<file path="config.mk">
export PLATFORM = sky130hd
export DESIGN_NAME = spi_master_byte_shifter_flat
export DESIGN_NICKNAME = d
export VERILOG_FILES = /design/src/rtl/sms_pkg.sv /design/src/rtl/sms_ifs.sv /design/src/rtl/spi_master_byte_shifter.sv /design/src/flat_wrapper.sv
export SDC_FILE = /design/constraint.sdc
export NUM_CORES = 1
export LEC_CHECK = 0
export BUFFER_PORTS_ARGS = -buffer_cell sky130_fd_sc_hd__buf_2
export CAP_MARGIN = 10
export CORE_UTILIZATION = 35
export DETAILED_ROUTE_END_ITERATION = 12
export GPL_TIMING_DRIVEN = 0
export PLACE_DENSITY = 0.53
export SYNTH_ARGS = -nofsm -noshare
export SYNTH_HDL_FRONTEND = slang
export SYNTH_SLANG_ARGS = --single-unit
</file>
<file path="constraint.sdc">
create_clock -name i_clk -period 3.4 [get_ports i_clk]
set_input_delay 0.68 -clock i_clk [delete_from_list [all_inputs] [get_ports i_clk]]
set_output_delay 0.68 -clock i_clk [all_outputs]
set_load 0.02 [all_outputs]
</file>
<file path="src/rtl/sms_pkg.sv">
`timescale 1ns / 1ps
// ----------------------------------------------------------------------------
// sms_pkg
// Shared widths, action codes, register indexes and the result beat type of
// the SPI master byte shifter.
// ----------------------------------------------------------------------------
package sms_pkg;

    localparam int ACTION_W    = 2;
    localparam int BYTE_W      = 8;
    localparam int CFG_INDEX_W = 2;
    localparam int CFG_DATA_W  = 8;
    localparam int DIV_W       = 3;
    localparam int PRESCALE_W  = 7;

    typedef enum logic [ACTION_W-1:0] {
        ACT_TICK  = 2'd0,
        ACT_WRITE = 2'd1,
        ACT_READ  = 2'd2
    } t_action;

    typedef enum logic [CFG_INDEX_W-1:0] {
        REG_DIVIDER  = 2'd0,
        REG_POLARITY = 2'd1,
        REG_PHASE    = 2'd2,
        REG_ENABLE   = 2'd3
    } t_reg_index;

    typedef struct packed {
        logic              sclk;
        logic              mosi;
        logic              tx_empty;
        logic              rx_full;
        logic [BYTE_W-1:0] read_byte;
        logic              overrun;
        logic              busy_res;
    } t_result;

endpackage

</file>
<file path="src/rtl/sms_ifs.sv">
`timescale 1ns / 1ps
// ----------------------------------------------------------------------------
// sms interfaces
// Valid/ready channels for input beats, result beats and register writes.
// ----------------------------------------------------------------------------
interface sms_in_if import sms_pkg::*; ();
    logic                valid;
    logic                ready;
    logic [ACTION_W-1:0] action;
    logic [BYTE_W-1:0]   write_byte;
    logic                miso;

    modport source (output valid, action, write_byte, miso, input ready);
    modport sink   (input valid, action, write_byte, miso, output ready);
endinterface

interface sms_out_if import sms_pkg::*; ();
    logic              valid;
    logic              ready;
    logic              sclk;
    logic              mosi;
    logic              tx_empty;
    logic              rx_full;
    logic [BYTE_W-1:0] read_byte;
    logic              overrun;
    logic              busy_res;

    modport source (output valid, sclk, mosi, tx_empty, rx_full, read_byte, overrun,
                    busy_res, input ready);
    modport sink   (input valid, sclk, mosi, tx_empty, rx_full, read_byte, overrun,
                    busy_res, output ready);
endinterface

interface sms_cfg_if import sms_pkg::*; ();
    logic                   valid;
    logic                   ready;
    logic [CFG_INDEX_W-1:0] reg_index;
    logic [CFG_DATA_W-1:0]  wdata;

    modport source (output valid, reg_index, wdata, input ready);
    modport sink   (input valid, reg_index, wdata, output ready);
endinterface

</file>
<file path="src/rtl/spi_master_byte_shifter.sv">
`timescale 1ns / 1ps
// ----------------------------------------------------------------------------
// spi_master_byte_shifter
// MSB-first SPI master, modes 0 to 3, behind data and status registers.
// The result beat of an item is registered, queued behind any stalled result.
// One item per cycle until the result buffer fills; one state pass per beat.
// A two-entry result buffer keeps input open while one result is stalled.
// Reset (synchronous, active low) clears state and flags, not result data.
// ----------------------------------------------------------------------------
module spi_master_byte_shifter import sms_pkg::*; #(
    parameter int DATA_BITS = 8
) (
    input  logic         i_clk,
    input  logic         i_rst_n,
    sms_in_if.sink       i_in_ch,
    sms_cfg_if.sink      i_cfg_ch,
    sms_out_if.source    o_out_ch
);

    localparam int EDGE_W = $clog2(2 * DATA_BITS);
    localparam logic [EDGE_W-1:0] EDGE_LAST = EDGE_W'(2 * DATA_BITS - 1);

    logic [DIV_W-1:0]      r_div, n_div;
    logic                  r_cpol, n_cpol;
    logic                  r_cpha, n_cpha;
    logic                  r_en, n_en;
    logic [DATA_BITS-1:0]  r_tx_buf, n_tx_buf;
    logic                  r_tx_pend, n_tx_pend;
    logic [DATA_BITS-1:0]  r_shift, n_shift;
    logic [EDGE_W-1:0]     r_edge, n_edge;
    logic [PRESCALE_W-1:0] r_pre, n_pre;
    logic                  r_clk_lvl, n_clk_lvl;
    logic [DATA_BITS-1:0]  r_rx_buf, n_rx_buf;
    logic                  r_rx_valid, n_rx_valid;
    logic                  r_ovr, n_ovr;
    logic                  r_active, n_active;
    logic                  r_sbit, n_sbit;

    logic                  r_out_valid, r_skid_valid;
    t_result               r_out_data, r_skid_data;
    t_result               n_result;

    logic                  in_beat, out_beat, cfg_beat;
    logic [PRESCALE_W:0]   pre_inc, half;
    logic                  half_end, leading, sample_edge, last_edge;
    logic [DATA_BITS-1:0]  shifted;

    assign in_beat  = i_in_ch.valid && i_in_ch.ready;
    assign out_beat = r_out_valid && o_out_ch.ready;
    assign cfg_beat = i_cfg_ch.valid && i_cfg_ch.ready;

    assign i_in_ch.ready  = !r_skid_valid;
    assign i_cfg_ch.ready = 1'b1;

    assign pre_inc     = {1'b0, r_pre} + 1'b1;
    assign half        = (PRESCALE_W+1)'(1) << r_div;
    assign half_end    = pre_inc >= half;
    assign leading     = !r_edge[0];
    assign sample_edge = r_cpha ? !leading : leading;
    assign last_edge   = r_edge == EDGE_LAST;

    always_comb begin
        n_div      = r_div;
        n_cpol     = r_cpol;
        n_cpha     = r_cpha;
        n_en       = r_en;
        n_tx_buf   = r_tx_buf;
        n_tx_pend  = r_tx_pend;
        n_shift    = r_shift;
        n_edge     = r_edge;
        n_pre      = r_pre;
        n_clk_lvl  = r_clk_lvl;
        n_rx_buf   = r_rx_buf;
        n_rx_valid = r_rx_valid;
        n_ovr      = r_ovr;
        n_active   = r_active;
        n_sbit     = r_sbit;
        shifted    = {r_shift[DATA_BITS-2:0], r_sbit};

        if (in_beat) begin
            case (t_action'(i_in_ch.action))
                ACT_TICK: begin
                    if (r_en) begin
                        if (!r_active) begin
                            n_clk_lvl = r_cpol;
                            if (r_tx_pend) begin
                                n_shift   = r_tx_buf;
                                n_tx_pend = 1'b0;
                                n_active  = 1'b1;
                                n_edge    = '0;
                                n_pre     = '0;
                            end
                        end else if (!half_end) begin
                            n_pre = pre_inc[PRESCALE_W-1:0];
                        end else begin
                            n_pre     = '0;
                            n_clk_lvl = !r_clk_lvl;
                            if (sample_edge) begin
                                n_sbit  = i_in_ch.miso;
                                shifted = {r_shift[DATA_BITS-2:0], i_in_ch.miso};
                                if (last_edge) begin
                                    n_shift = shifted;
                                end
                            end else if (!(r_cpha && r_edge == '0)) begin
                                n_shift = shifted;
                            end
                            if (last_edge) begin
                                n_active  = 1'b0;
                                n_edge    = '0;
                                n_clk_lvl = r_cpol;
                                if (r_rx_valid) begin
                                    n_ovr = 1'b1;
                                end else begin
                                    n_rx_buf   = shifted;
                                    n_rx_valid = 1'b1;
                                end
                            end else begin
                                n_edge = r_edge + 1'b1;
                            end
                        end
                    end
                end
                ACT_WRITE: begin
                    n_tx_buf  = DATA_BITS'(i_in_ch.write_byte);
                    n_tx_pend = 1'b1;
                end
                ACT_READ: begin
                    n_rx_valid = 1'b0;
                    n_ovr      = 1'b0;
                end
                default: begin
                end
            endcase
        end

        if (cfg_beat) begin
            case (t_reg_index'(i_cfg_ch.reg_index))
                REG_DIVIDER:  n_div = i_cfg_ch.wdata[DIV_W-1:0];
                REG_POLARITY: begin
                    n_cpol = i_cfg_ch.wdata[0];
                    if (!r_active) begin
                        n_clk_lvl = i_cfg_ch.wdata[0];
                    end
                end
                REG_PHASE:    n_cpha = i_cfg_ch.wdata[0];
                REG_ENABLE:   n_en   = i_cfg_ch.wdata[0];
                default: begin
                end
            endcase
        end

        n_result.sclk      = n_active ? n_clk_lvl : r_cpol;
        n_result.mosi      = n_active && n_shift[DATA_BITS-1];
        n_result.tx_empty  = !n_tx_pend;
        n_result.rx_full   = n_rx_valid;
        n_result.read_byte = BYTE_W'(n_rx_buf);
        n_result.overrun   = n_ovr;
        n_result.busy_res  = n_active;
    end

    always_ff @(posedge i_clk) begin
        if (!i_rst_n) begin
            r_div        <= '0;
            r_cpol       <= 1'b0;
            r_cpha       <= 1'b0;
            r_en         <= 1'b0;
            r_tx_buf     <= '0;
            r_tx_pend    <= 1'b0;
            r_shift      <= '0;
            r_edge       <= '0;
            r_pre        <= '0;
            r_clk_lvl    <= 1'b0;
            r_rx_buf     <= '0;
            r_rx_valid   <= 1'b0;
            r_ovr        <= 1'b0;
            r_active     <= 1'b0;
            r_sbit       <= 1'b0;
            r_out_valid  <= 1'b0;
            r_skid_valid <= 1'b0;
        end else begin
            r_div      <= n_div;
            r_cpol     <= n_cpol;
            r_cpha     <= n_cpha;
            r_en       <= n_en;
            r_tx_buf   <= n_tx_buf;
            r_tx_pend  <= n_tx_pend;
            r_shift    <= n_shift;
            r_edge     <= n_edge;
            r_pre      <= n_pre;
            r_clk_lvl  <= n_clk_lvl;
            r_rx_buf   <= n_rx_buf;
            r_rx_valid <= n_rx_valid;
            r_ovr      <= n_ovr;
            r_active   <= n_active;
            r_sbit     <= n_sbit;

            if (out_beat) begin
                if (r_skid_valid) begin
                    r_skid_valid <= 1'b0;
                end else if (!in_beat) begin
                    r_out_valid <= 1'b0;
                end
            end else if (in_beat) begin
                if (!r_out_valid) begin
                    r_out_valid <= 1'b1;
                end else begin
                    r_skid_valid <= 1'b1;
                end
            end
        end
    end

    always_ff @(posedge i_clk) begin
        if (out_beat) begin
            if (r_skid_valid) begin
                r_out_data <= r_skid_data;
            end else if (in_beat) begin
                r_out_data <= n_result;
            end
        end else if (in_beat) begin
            if (!r_out_valid) begin
                r_out_data <= n_result;
            end else begin
                r_skid_data <= n_result;
            end
        end
    end

    assign o_out_ch.valid     = r_out_valid;
    assign o_out_ch.sclk      = r_out_data.sclk;
    assign o_out_ch.mosi      = r_out_data.mosi;
    assign o_out_ch.tx_empty  = r_out_data.tx_empty;
    assign o_out_ch.rx_full   = r_out_data.rx_full;
    assign o_out_ch.read_byte = r_out_data.read_byte;
    assign o_out_ch.overrun   = r_out_data.overrun;
    assign o_out_ch.busy_res  = r_out_data.busy_res;

endmodule

</file>
<file path="src/flat_wrapper.sv">
// flat-port wrapper written by rule: the top's interface ports become plain ports
module spi_master_byte_shifter_flat import sms_pkg::*;
#(
    parameter int DATA_BITS = 8
)
  (i_clk, i_rst_n, i_in_ch_valid, i_in_ch_action, i_in_ch_write_byte, i_in_ch_miso, i_in_ch_ready, i_cfg_ch_valid, i_cfg_ch_reg_index, i_cfg_ch_wdata, i_cfg_ch_ready, o_out_ch_valid, o_out_ch_sclk, o_out_ch_mosi, o_out_ch_tx_empty, o_out_ch_rx_full, o_out_ch_read_byte, o_out_ch_overrun, o_out_ch_busy_res, o_out_ch_ready);
  sms_in_if i_in_ch_i ();
  sms_cfg_if i_cfg_ch_i ();
  sms_out_if o_out_ch_i ();
  input  logic i_clk;
  input  logic i_rst_n;
  input wire logic [$bits(i_in_ch_i.valid)-1:0] i_in_ch_valid;
  input wire logic [$bits(i_in_ch_i.action)-1:0] i_in_ch_action;
  input wire logic [$bits(i_in_ch_i.write_byte)-1:0] i_in_ch_write_byte;
  input wire logic [$bits(i_in_ch_i.miso)-1:0] i_in_ch_miso;
  output wire logic [$bits(i_in_ch_i.ready)-1:0] i_in_ch_ready;
  input wire logic [$bits(i_cfg_ch_i.valid)-1:0] i_cfg_ch_valid;
  input wire logic [$bits(i_cfg_ch_i.reg_index)-1:0] i_cfg_ch_reg_index;
  input wire logic [$bits(i_cfg_ch_i.wdata)-1:0] i_cfg_ch_wdata;
  output wire logic [$bits(i_cfg_ch_i.ready)-1:0] i_cfg_ch_ready;
  output wire logic [$bits(o_out_ch_i.valid)-1:0] o_out_ch_valid;
  output wire logic [$bits(o_out_ch_i.sclk)-1:0] o_out_ch_sclk;
  output wire logic [$bits(o_out_ch_i.mosi)-1:0] o_out_ch_mosi;
  output wire logic [$bits(o_out_ch_i.tx_empty)-1:0] o_out_ch_tx_empty;
  output wire logic [$bits(o_out_ch_i.rx_full)-1:0] o_out_ch_rx_full;
  output wire logic [$bits(o_out_ch_i.read_byte)-1:0] o_out_ch_read_byte;
  output wire logic [$bits(o_out_ch_i.overrun)-1:0] o_out_ch_overrun;
  output wire logic [$bits(o_out_ch_i.busy_res)-1:0] o_out_ch_busy_res;
  input wire logic [$bits(o_out_ch_i.ready)-1:0] o_out_ch_ready;
  assign i_in_ch_i.valid = i_in_ch_valid;
  assign i_in_ch_i.action = i_in_ch_action;
  assign i_in_ch_i.write_byte = i_in_ch_write_byte;
  assign i_in_ch_i.miso = i_in_ch_miso;
  assign i_in_ch_ready = i_in_ch_i.ready;
  assign i_cfg_ch_i.valid = i_cfg_ch_valid;
  assign i_cfg_ch_i.reg_index = i_cfg_ch_reg_index;
  assign i_cfg_ch_i.wdata = i_cfg_ch_wdata;
  assign i_cfg_ch_ready = i_cfg_ch_i.ready;
  assign o_out_ch_valid = o_out_ch_i.valid;
  assign o_out_ch_sclk = o_out_ch_i.sclk;
  assign o_out_ch_mosi = o_out_ch_i.mosi;
  assign o_out_ch_tx_empty = o_out_ch_i.tx_empty;
  assign o_out_ch_rx_full = o_out_ch_i.rx_full;
  assign o_out_ch_read_byte = o_out_ch_i.read_byte;
  assign o_out_ch_overrun = o_out_ch_i.overrun;
  assign o_out_ch_busy_res = o_out_ch_i.busy_res;
  assign o_out_ch_i.ready = o_out_ch_ready;
  spi_master_byte_shifter #(.DATA_BITS(DATA_BITS)) u_core (.i_clk(i_clk), .i_rst_n(i_rst_n), .i_in_ch(i_in_ch_i), .i_cfg_ch(i_cfg_ch_i), .o_out_ch(o_out_ch_i));
endmodule
</file>
==> run_results.csv, run 1 <==
group,metric,value,unit
route,dr.pass1.iters,4,
grt,busiest_layer,"met2",
timing,setup_viol,0,
grt,grtUsageTotal,15.8,%
grt,antenna_found_initial,0,
timing,min_period,3.28,ns
timing,post-route-period-util,96.4,%
route,initialDrtViolationCount,147,
logic_synthesis,synthTopCellsByArea,"dfxtp_1 26%, edfxtp_1 23%, nand2_1 5.1%",
critical_path,critPathKind,"reg -> reg",
placement,gp_congestion,0.806,
power,power_density,412,nW/um^2
timing,rsz0062_at_grt,"yes",
logic_synthesis,synth-seq-area-share,48.9,%
power,p_leak,1.69,nW
critical_path,cp_max_fo,9,
timing,finalMaxSlewViolations,0,
clock_tree,cts_buffer_depth,2,
critical_path,rrSetupSlack,0.12,ns
layout,final_core_util,41.9,%
route,final_antenna_net_count,0,
clock_tree,insertion_delay,0.36,ns
placement,io_buffer_count,36,
die,dieArea,11100,sq um
critical_path,startpoint_type,"flop",
timing,fmax,305,MHz
layout,diodes,0,
timing,hold_viol_final,0,
timing,worst_pin_slew,0.652,ns
placement,hpwl,6020,um
timing,relSlewSlack,56.4,%
critical_path,cp.required,3.50,ns
layout,drive_above_1_share,18.4,%
logic_synthesis,syn_inst,395,
layout,syn_to_final_growth,16.2,%
outcome,outcome,"completed",
timing,clock_skew,0.0122,ns
route,drc_errors,0,
clock_tree,clock_sinks,77,
die,die_h,105,um
worst_hold_path,min_path_type,"reg -> reg",
logic_synthesis,synth_edf_count,28,
logic_synthesis,synth_area,3720,sq um
logic_synthesis,async_flop_share,0,%
critical_path,endpoint_kind,"flop",
route,avgViaCountPerCell,5.07,
logic_synthesis,ys.warnings.count,0,
timing,worst_slack,0.121,ns
timing,hold_ws,0.463,ns
clock_tree,cts_hold_buffers,0,
logic_synthesis,synth_top_cell_by_area,"dfxtp_1",
die,core_area,10300,sq um
grt,grtUsageMet1,20.0,%
clock_tree,cts_tree,"done",
grt,met2_usage,26.7,%
grt,grt.overflow.total,0,
power,ir_drop,0.179,mV
die,row_count,37,
clock_tree,cts_buffers,9,
placement,place_ws,-0.0975,ns
route,wirelength,8230,um
clock_tree,clkSlewWorstSetupHoldPaths,0.09,ns
die,io_pins,43,
grt,grt_pass1_vias,2838,
clock_tree,clock-root-buffer,"clkbuf_8",
grt,grt_max_degree,17,
logic_synthesis,syn_avg_cell_area,9.43,sq um
logic_synthesis,synth-seq-cells,77,
layout,fin_nets,482,
logic_synthesis,synth-main-ff-cell,"dfxtp_1",
critical_path,cp.arrival,3.37,ns
run,maxCapViolCount,0,
logic_synthesis,synth_top_area_share,26.3,%
grt,grt_pass1_wl,13700,um
route,wl_per_cell,14.0,um
logic_synthesis,syn-num-nets,432,
route,vias,2971,
grt,grt_use_met3,3.37,%
die,initial_core_util,36.1,%
clock_tree,cts_htree_levels,3,
die,die_w,105,um
logic_synthesis,synthDistinctLibCells,54,
## flip-flops by register name (all words and copies together), names as in the netlist, 3 cells and up
| register | cells |
|---|---|
| u_core.r_pre | 7 |
| u_core.r_edge | 4 |
| u_core.r_tx_buf | 8 |
| u_core.r_rx_buf | 8 |
| u_core.r_skid_data | 14 |
| u_core.r_shift | 8 |
| u_core.r_div | 3 |
| u_core.o_out_ch.read_byte | 8 |
## what timing repair did
action,CTS,global route
resized for setup,1,4
setup buffers,0,3
setup endpoints to repair,16,21
pin swaps,0,2
## synth_stat cells (9+ instances only)
cell      count
nand2_1      51
dfxtp_1      49
nor2_1       44
a21oi_1      33
edfxtp_1     28
inv_1        20
clkbuf_1     16
nand3_1      16
ha_1         11
and3_1       10
o21ai_0      10
mux2i_1       9
## metrics by stage
stage                     cells  instance area, sq um  total power, W  TNS (ns)
after floorplan             395                  3720         0.00109         0
after global routing        586                  4330         0.00186    -0.153
after global placement      567                  4070         0.00114  -0.00995
after CTS                   582                  4270         0.00180         0
after detailed placement    567                  4070         0.00114    -0.512
final                       586                  4330         0.00178         0
## kinds of logic (layout without fill, tap and decap cells)
| logic type | after synthesis | in the layout | synth area share [%] |
|---|---|---|---|
| and+or+nand+nor | 158 | 158 | 20.4 |
| adders and majority gates | 11 | 11 | 3.70 |
| xor gates and xnor gates | 6 | 6 | 1.41 |
| buffers and inverters | 40 | 95 | 4.33 |
| AOI/OAI and AO/OA | 81 | 81 | 14.5 |
| muxes | 21 | 21 | 6.59 |
| other | 1 | 1 | 0.101 |
| DFF | 77 | 77 | 48.9 |
## report_power, final
group | internal, W | switching, W
sequential | 0.000978 | 0.0000114
clock | 0.000281 | 0.000382
combinational | 0.0000441 | 0.0000858
## worst paths after layout
check,startpoint,endpoint,cells past startpoint
setup / recovery,u_core.r_div[0]$_SDFFE_PN0P_,u_core.o_out_ch.read_byte[1]$_DFFE_PP_,11
hold / removal,u_core.r_tx_buf[4]$_SDFFE_PN0P_,u_core.r_tx_buf[4]$_SDFFE_PN0P_,2
hold reg to reg,u_core.r_tx_buf[4]$_SDFFE_PN0P_,u_core.r_tx_buf[4]$_SDFFE_PN0P_,2
setup reg to reg,u_core.r_div[0]$_SDFFE_PN0P_,u_core.o_out_ch.read_byte[1]$_DFFE_PP_,11
## final cells by class
cell class,count,area [sq um]
multi-input combinational,278,1780
tap,136,170
buffer,19,82.6
sequential,77,1820
clock inverter,7,67.6
fill,1043,6000
timing repair buffer,40,210
inverter,20,75.1
clock buffer,9,124
## placed cells by master, fill, tap and decap left out, drive strengths merged, types with 11 or more instances in the layout
cell    count
inv        23
nand2      51
dfxtp      49
edfxtp     28
nand3      16
a21oi      33
nor2       45
clkbuf     24
mux2i      17
buf        44
ha         11
o21ai      15
## metal layers
layer  vias up  part of all wire (%)
met5         -                     0
met4         0                  0.83
met3         6                   3.5
met2        50                    49
met1      1408                    47
li1       1507                     -
## critical path, stage by stage (launching register included)
cell and delay (ns):
dfxtp_1 0.31, clkbuf_1 0.17, or3b_2 0.51, ha_1 0.31
and3_1 0.18, o21ai_2 0.07, a311oi_4 0.42, o21ai_4 0.15
or3_1 0.39, buf_6 0.17, mux2i_2 0.25, a21oi_1 0.09
Note: power is estimated with default switching activity, not from simulation.
==> inputs of run 2 (changes only) <==
- CORE_MARGIN: unset -> 2
- SKIP_LAST_GASP: unset -> 1
==> run_results.csv, run 2 (same netlist as run 1, synthesis figures left out) <==
group,metric,value,unit
route,dr.pass1.iters,4,
route,initialDrtViolationCount,154,
power,power.internal,0.00131,W
grt,grt_pass1_wl,13800,um
timing,rsz0062_at_grt,"no",
grt,grt_pass1_vias,2781,
timing,worst_pin_slew,0.676,ns
layout,fill_cells,1043,
grt,grtUsageTotal,15.4,%
layout,final_core_util,41.9,%
placement,io_buffer_count,36,
route,wirelength,8160,um
clock_tree,cts_hold_buffers,0,
timing,fmax,311,MHz
critical_path,cp.required,3.51,ns
route,drc_errors,0,
clock_tree,cts_htree_levels,3,
layout,final_cell_mix,"51 x nand2_1, 47 x dfxtp_1, 44 x nor2_1, 36 x buf_2, 33 x a21oi_1",
grt,grt.overflow.total,0,
power,combPwrFrac,7.1,%
critical_path,cp.arrival,3.33,ns
clock_tree,cts_buffer_depth,2,
power,ir_drop,0.236,mV
critical_path,endpoint_kind,"flop",
layout,layout_commonest_cell,"nand2_1",
layout,drive_above_1_share,19.4,%
layout,top_register,"u_core.r_skid_data",
layout,fin_nets,481,
timing,post-route-period-util,94.6,%
timing,min_period,3.22,ns
power,power,0.00180,W
placement,hpwl,6030,um
power,switching_share,27.6,%
grt,antenna_found_initial,0,
layout,diodes,0,
critical_path,rr_worst_depth,10,
clock_tree,clock_sinks,77,
layout,syn_to_final_growth,16.1,%
timing,hold_viol_final,0,
outcome,outcome,"completed",
clock_tree,clkSlewWorstSetupHoldPaths,0.10,ns
power,seqPwrFrac,54.9,%
timing,finalMaxSlewViolations,0,
power,power_density,417,nW/um^2
layout,largest_reg_flops,14,
die,die_h,107,um
timing,relSlewSlack,54.7,%
clock_tree,insertion_delay,0.36,ns
die,io_pins,43,
timing,hold_ws,0.460,ns
worst_hold_path,min_path_type,"reg -> reg",
route,vias,2926,
clock_tree,cts_buffers,9,
placement,gp_congestion,0.813,
route,avgViaCountPerCell,5.00,
die,die_w,107,um
critical_path,cp_max_fo,9,
power,p_leak,1.69,nW
critical_path,startpoint_type,"flop",
die,initial_core_util,36.1,%
worst_hold_path,holdPathStages,2,
critical_path,critPathKind,"reg -> reg",
power,p_clk_share,38.0,%
run,maxCapViolCount,0,
die,core_area,10300,sq um
power,switchingPower,0.000499,W
grt,grt_max_degree,17,
timing,setup_viol,0,
die,row_count,37,
die,dieArea,11500,sq um
route,final_antenna_net_count,0,
route,wl_per_cell,13.9,um
clock_tree,cts_tree,"done",
timing,clock_skew,0.0115,ns
clock_tree,clock-root-buffer,"clkbuf_8",
-- run 2: repair_timing --
action / in CTS / in global routing
resized for setup: 1 / 6
setup buffers: 0 / 4
setup endpoints to repair: 11 / 23
pin swaps: 1 / 2
-- run 2: layer usage --
layer  up-vias  part of all wire [%]  track usage [%]
met5         -                     0                0
met4         0                   1.6             5.94
met3        11                   4.0             2.74
met2        64                    45             25.2
met1      1353                    49             20.1
li1       1498                     -                -
-- run 2: path summary, 6_finish.rpt --
check,startpoint,endpoint,slack (ns)
max,u_core.r_div[1]$_SDFFE_PN0P_,u_core.o_out_ch.read_byte[4]$_DFFE_PP_,0.18
min,u_core.r_tx_buf[4]$_SDFFE_PN0P_,u_core.r_tx_buf[4]$_SDFFE_PN0P_,0.46
max reg2reg,u_core.r_div[1]$_SDFFE_PN0P_,u_core.o_out_ch.read_byte[4]$_DFFE_PP_,0.18
min reg2reg,u_core.r_tx_buf[4]$_SDFFE_PN0P_,u_core.r_tx_buf[4]$_SDFFE_PN0P_,0.46
-- run 2: cell type report --
| class | instances | area, sq um | area share (%) |
|---|---|---|---|
| repair buffers | 41 | 218 | 5.04 |
| clock inverters | 7 | 66.3 | 1.53 |
| clock buffers | 9 | 124 | 2.87 |
| well taps | 136 | 170 | 3.94 |
| multi-input cells | 278 | 1770 | 41.0 |
| flip-flops and latches | 77 | 1820 | 42.2 |
| inverters | 20 | 75.1 | 1.74 |
| plain buffers | 17 | 75.1 | 1.74 |
-- run 2: critical path, stage by stage, from the launching register on --
cell and delay, ns:
dfxtp_2 0.40, or3b_2 0.47, ha_1 0.31, and3_1 0.17
o21ai_2 0.07, a311oi_4 0.47, o21ai_4 0.15, or3_1 0.40
buf_6 0.18, mux2i_2 0.26, a21oi_1 0.10
-- run 2: power by group through the flow --
stage,clock network (W),logic (W),registers (W)
floorplan,0,0.0000646,0.00103
global placement,0,0.000127,0.00101
detailed placement,0,0.000129,0.00101
CTS,0.000696,0.000130,0.000989
global route,0.000735,0.000144,0.000994
finish,0.000685,0.000129,0.000991
-- run 2: per-stage QoR --
| stage | area, sq um | setup TNS, ns | setup slack [ns] | std cells |
|---|---|---|---|---|
| finish | 4320 | 0 | 0.183 | 585 |
| global route | 4320 | 0 | 0.00307 | 585 |
| CTS | 4270 | 0 | 0.00309 | 583 |
| detailed placement | 4070 | -0.436 | -0.0899 | 567 |
| global placement | 4070 | -0.00574 | -0.00574 | 567 |
| floorplan | 3720 | 0 | 0.312 | 395 |
==> inputs of run 3 (changes only) <==
- REMOVE_ABC_BUFFERS: unset -> 1
==> run_results.csv, run 3 (same netlist as run 1, synthesis figures left out) <==
group,metric,value,unit
route,wirelength,7770,um
power,p_leak,1.67,nW
critical_path,crit_top_cell,"o21ai_2",
critical_path,cp.required,3.47,ns
route,wl_per_cell,13.8,um
critical_path,r2r_start,"u_core.r_div[1]$_SDFFE_PN0P_",
placement,gp_congestion,0.774,
clock_tree,clkSlewWorstSetupHoldPaths,0.09,ns
layout,final_core_util,41.2,%
route,initialDrtViolationCount,125,
die,io_pins,43,
run,maxCapViolCount,0,
layout,final_cell_mix,"51 x nand2_1, 49 x dfxtp_1, 44 x nor2_1, 36 x buf_2, 32 x a21oi_1",
die,die_w,107,um
timing,fmax,307,MHz
layout,instances_no_fill,565,
placement,dp.cells,548,
power,power_density,437,nW/um^2
route,avgViaCountPerCell,5.06,
critical_path,critPathCapture,"u_core.o_out_ch.read_byte[7]$_DFFE_PP_",
timing,min_period,3.25,ns
die,die_h,107,um
power,switchingPower,0.000482,W
timing,post-route-period-util,95.7,%
layout,diodes,0,
outcome,outcome,"completed",
route,dr.pass1.iters,4,
timing,worst_pin_slew,0.733,ns
power,power.internal,0.00138,W
critical_path,cp_cell_sequence,"or3b_2 -> ha_1 -> and3_1 -> o21ai_2 -> a311oi_4 -> o21ai_2 -> or3_4 -> mux2i_2 -> a21oi_1",
grt,grt.overflow.total,0,
critical_path,cp.arrival,3.33,ns
die,initial_core_util,36.1,%
clock_tree,insertion_delay,0.36,ns
route,vias,2857,
die,core_area,10300,sq um
critical_path,critPathKind,"reg -> reg",
layout,largest_reg_flops,14,
critical_path,rrSetupSlack,0.15,ns
power,switching_share,25.9,%
die,dieArea,11500,sq um
critical_path,cp_max_fo,9,
route,final_antenna_net_count,0,
critical_path,startpoint_type,"flop",
placement,hpwl,5760,um
clock_tree,clock-root-buffer,"clkbuf_8",
layout,fill_cells,1030,
placement,io_buffer_count,36,
grt,grt_pass1_vias,2743,
critical_path,r2r_end,"u_core.o_out_ch.read_byte[7]$_DFFE_PP_",
power,p_clk_share,40.0,%
layout,layout_commonest_cell,"nand2_1",
timing,clock_skew,0.0158,ns
clock_tree,cts_buffers,9,
timing,setup_tns,0,ns
critical_path,crit_start,"u_core.r_div[1]$_SDFFE_PN0P_",
timing,setup_viol,0,
power,combPwrFrac,6.7,%
timing,hold_viol_final,0,
grt,grt_max_degree,29,
layout,top_register,"u_core.r_skid_data",
route,drc_errors,0,
grt,grtUsageTotal,14.5,%
timing,relSlewSlack,51.1,%
critical_path,path_depth,9,
grt,antenna_found_initial,0,
critical_path,rr_worst_depth,9,
layout,drive_above_1_share,18.9,%
die,row_count,37,
worst_hold_path,min_path_type,"reg -> reg",
layout,syn_to_final_growth,14.2,%
clock_tree,cts_tree,"done",
critical_path,cp.buffers_inverters,0,
timing,finalMaxSlewViolations,0,
grt,grt_pass1_wl,13100,um
layout,fin_nets,461,
critical_path,worst_path_max_delay_cell,"or3_4",
critical_path,endpoint_kind,"flop",
clock_tree,clock_sinks,77,
power,ir_drop,0.169,mV
critical_path,critPathMaxStageDelay,0.53,ns
worst_hold_path,holdPathStages,2,
critical_path,crit_family,"simple AND/OR/NAND/NOR gates",
clock_tree,cts_htree_levels,3,
clock_tree,cts_buffer_depth,2,
clock_tree,cts_hold_buffers,0,
power,seqPwrFrac,53.3,%
-- run 3: power by group through the flow --
stage                     combinational (W)  clock (W)  sequential (W)
after floorplan                   0.0000575          0         0.00103
after global placement             0.000119          0         0.00101
after detailed placement           0.000125          0         0.00101
after CTS                          0.000125   0.000760        0.000992
after global routing               0.000139   0.000794        0.000994
final                              0.000125   0.000743        0.000991
-- run 3: how the worst min path moves through the flow --
stage | start | to | slack, ns
floorplan | u_core.r_tx_buf[0]$_SDFFE_PN0P_ | u_core.r_tx_buf[0]$_SDFFE_PN0P_ | 0.44
global placement | u_core.r_tx_buf[0]$_SDFFE_PN0P_ | u_core.r_tx_buf[0]$_SDFFE_PN0P_ | 0.45
detailed placement | u_core.r_tx_buf[4]$_SDFFE_PN0P_ | u_core.r_tx_buf[4]$_SDFFE_PN0P_ | 0.45
CTS | u_core.r_tx_buf[4]$_SDFFE_PN0P_ | u_core.r_tx_buf[4]$_SDFFE_PN0P_ | 0.47
global route | u_core.r_tx_buf[6]$_SDFFE_PN0P_ | u_core.r_tx_buf[6]$_SDFFE_PN0P_ | 0.49
finish | u_core.r_tx_buf[4]$_SDFFE_PN0P_ | u_core.r_tx_buf[4]$_SDFFE_PN0P_ | 0.46
-- run 3: through the flow --
step                setup WS, ns  cell area, sq um  power [W]  hold WS, ns
floorplan                  0.267              3640    0.00108        0.436
global placement          -0.115              3990    0.00113        0.451
detailed placement        -0.153              4020    0.00114        0.452
CTS                       0.0229              4230    0.00188        0.465
global route             -0.0264              4250    0.00193        0.492
finish                     0.148              4250    0.00186        0.460
-- run 3: worst register-to-register path: stages, from the launching register on --
cell and delay, ns:
dfxtp_1 0.49, or3b_2 0.48, ha_1 0.30, and3_1 0.17
o21ai_2 0.07, a311oi_4 0.36, o21ai_2 0.19, or3_4 0.53
mux2i_2 0.27, a21oi_1 0.10
-- run 3: final cells by class --
cell class,count,area [sq um],area share (%)
well taps,136,170,4.00
flip-flops and latches,77,1820,42.8
clock buffers,9,124,2.91
multi-input cells,278,1760,41.4
clock inverters,7,85.1,2.00
repair buffers,38,215,5.06
inverters,20,75.1,1.77
-- run 3: layer usage --
layer / vias to the layer above / global-route usage (%) / part of all wire (%)
met2: 45 / 24.6 / 49
met3: 5 / 3.22 / 3.2
met1: 1356 / 17.8 / 47
li1: 1451 / - / -
met5: - / 0 / 0
met4: 0 / 5.38 / 0.72
-- run 3: repair_timing --
action / in CTS / in global routing
buffers inserted: 0 / 1
pin swaps: 0 / 1
endpoints found under the setup margin: 16 / 19
cloned: 0 / 0
gates resized for setup: 1 / 2
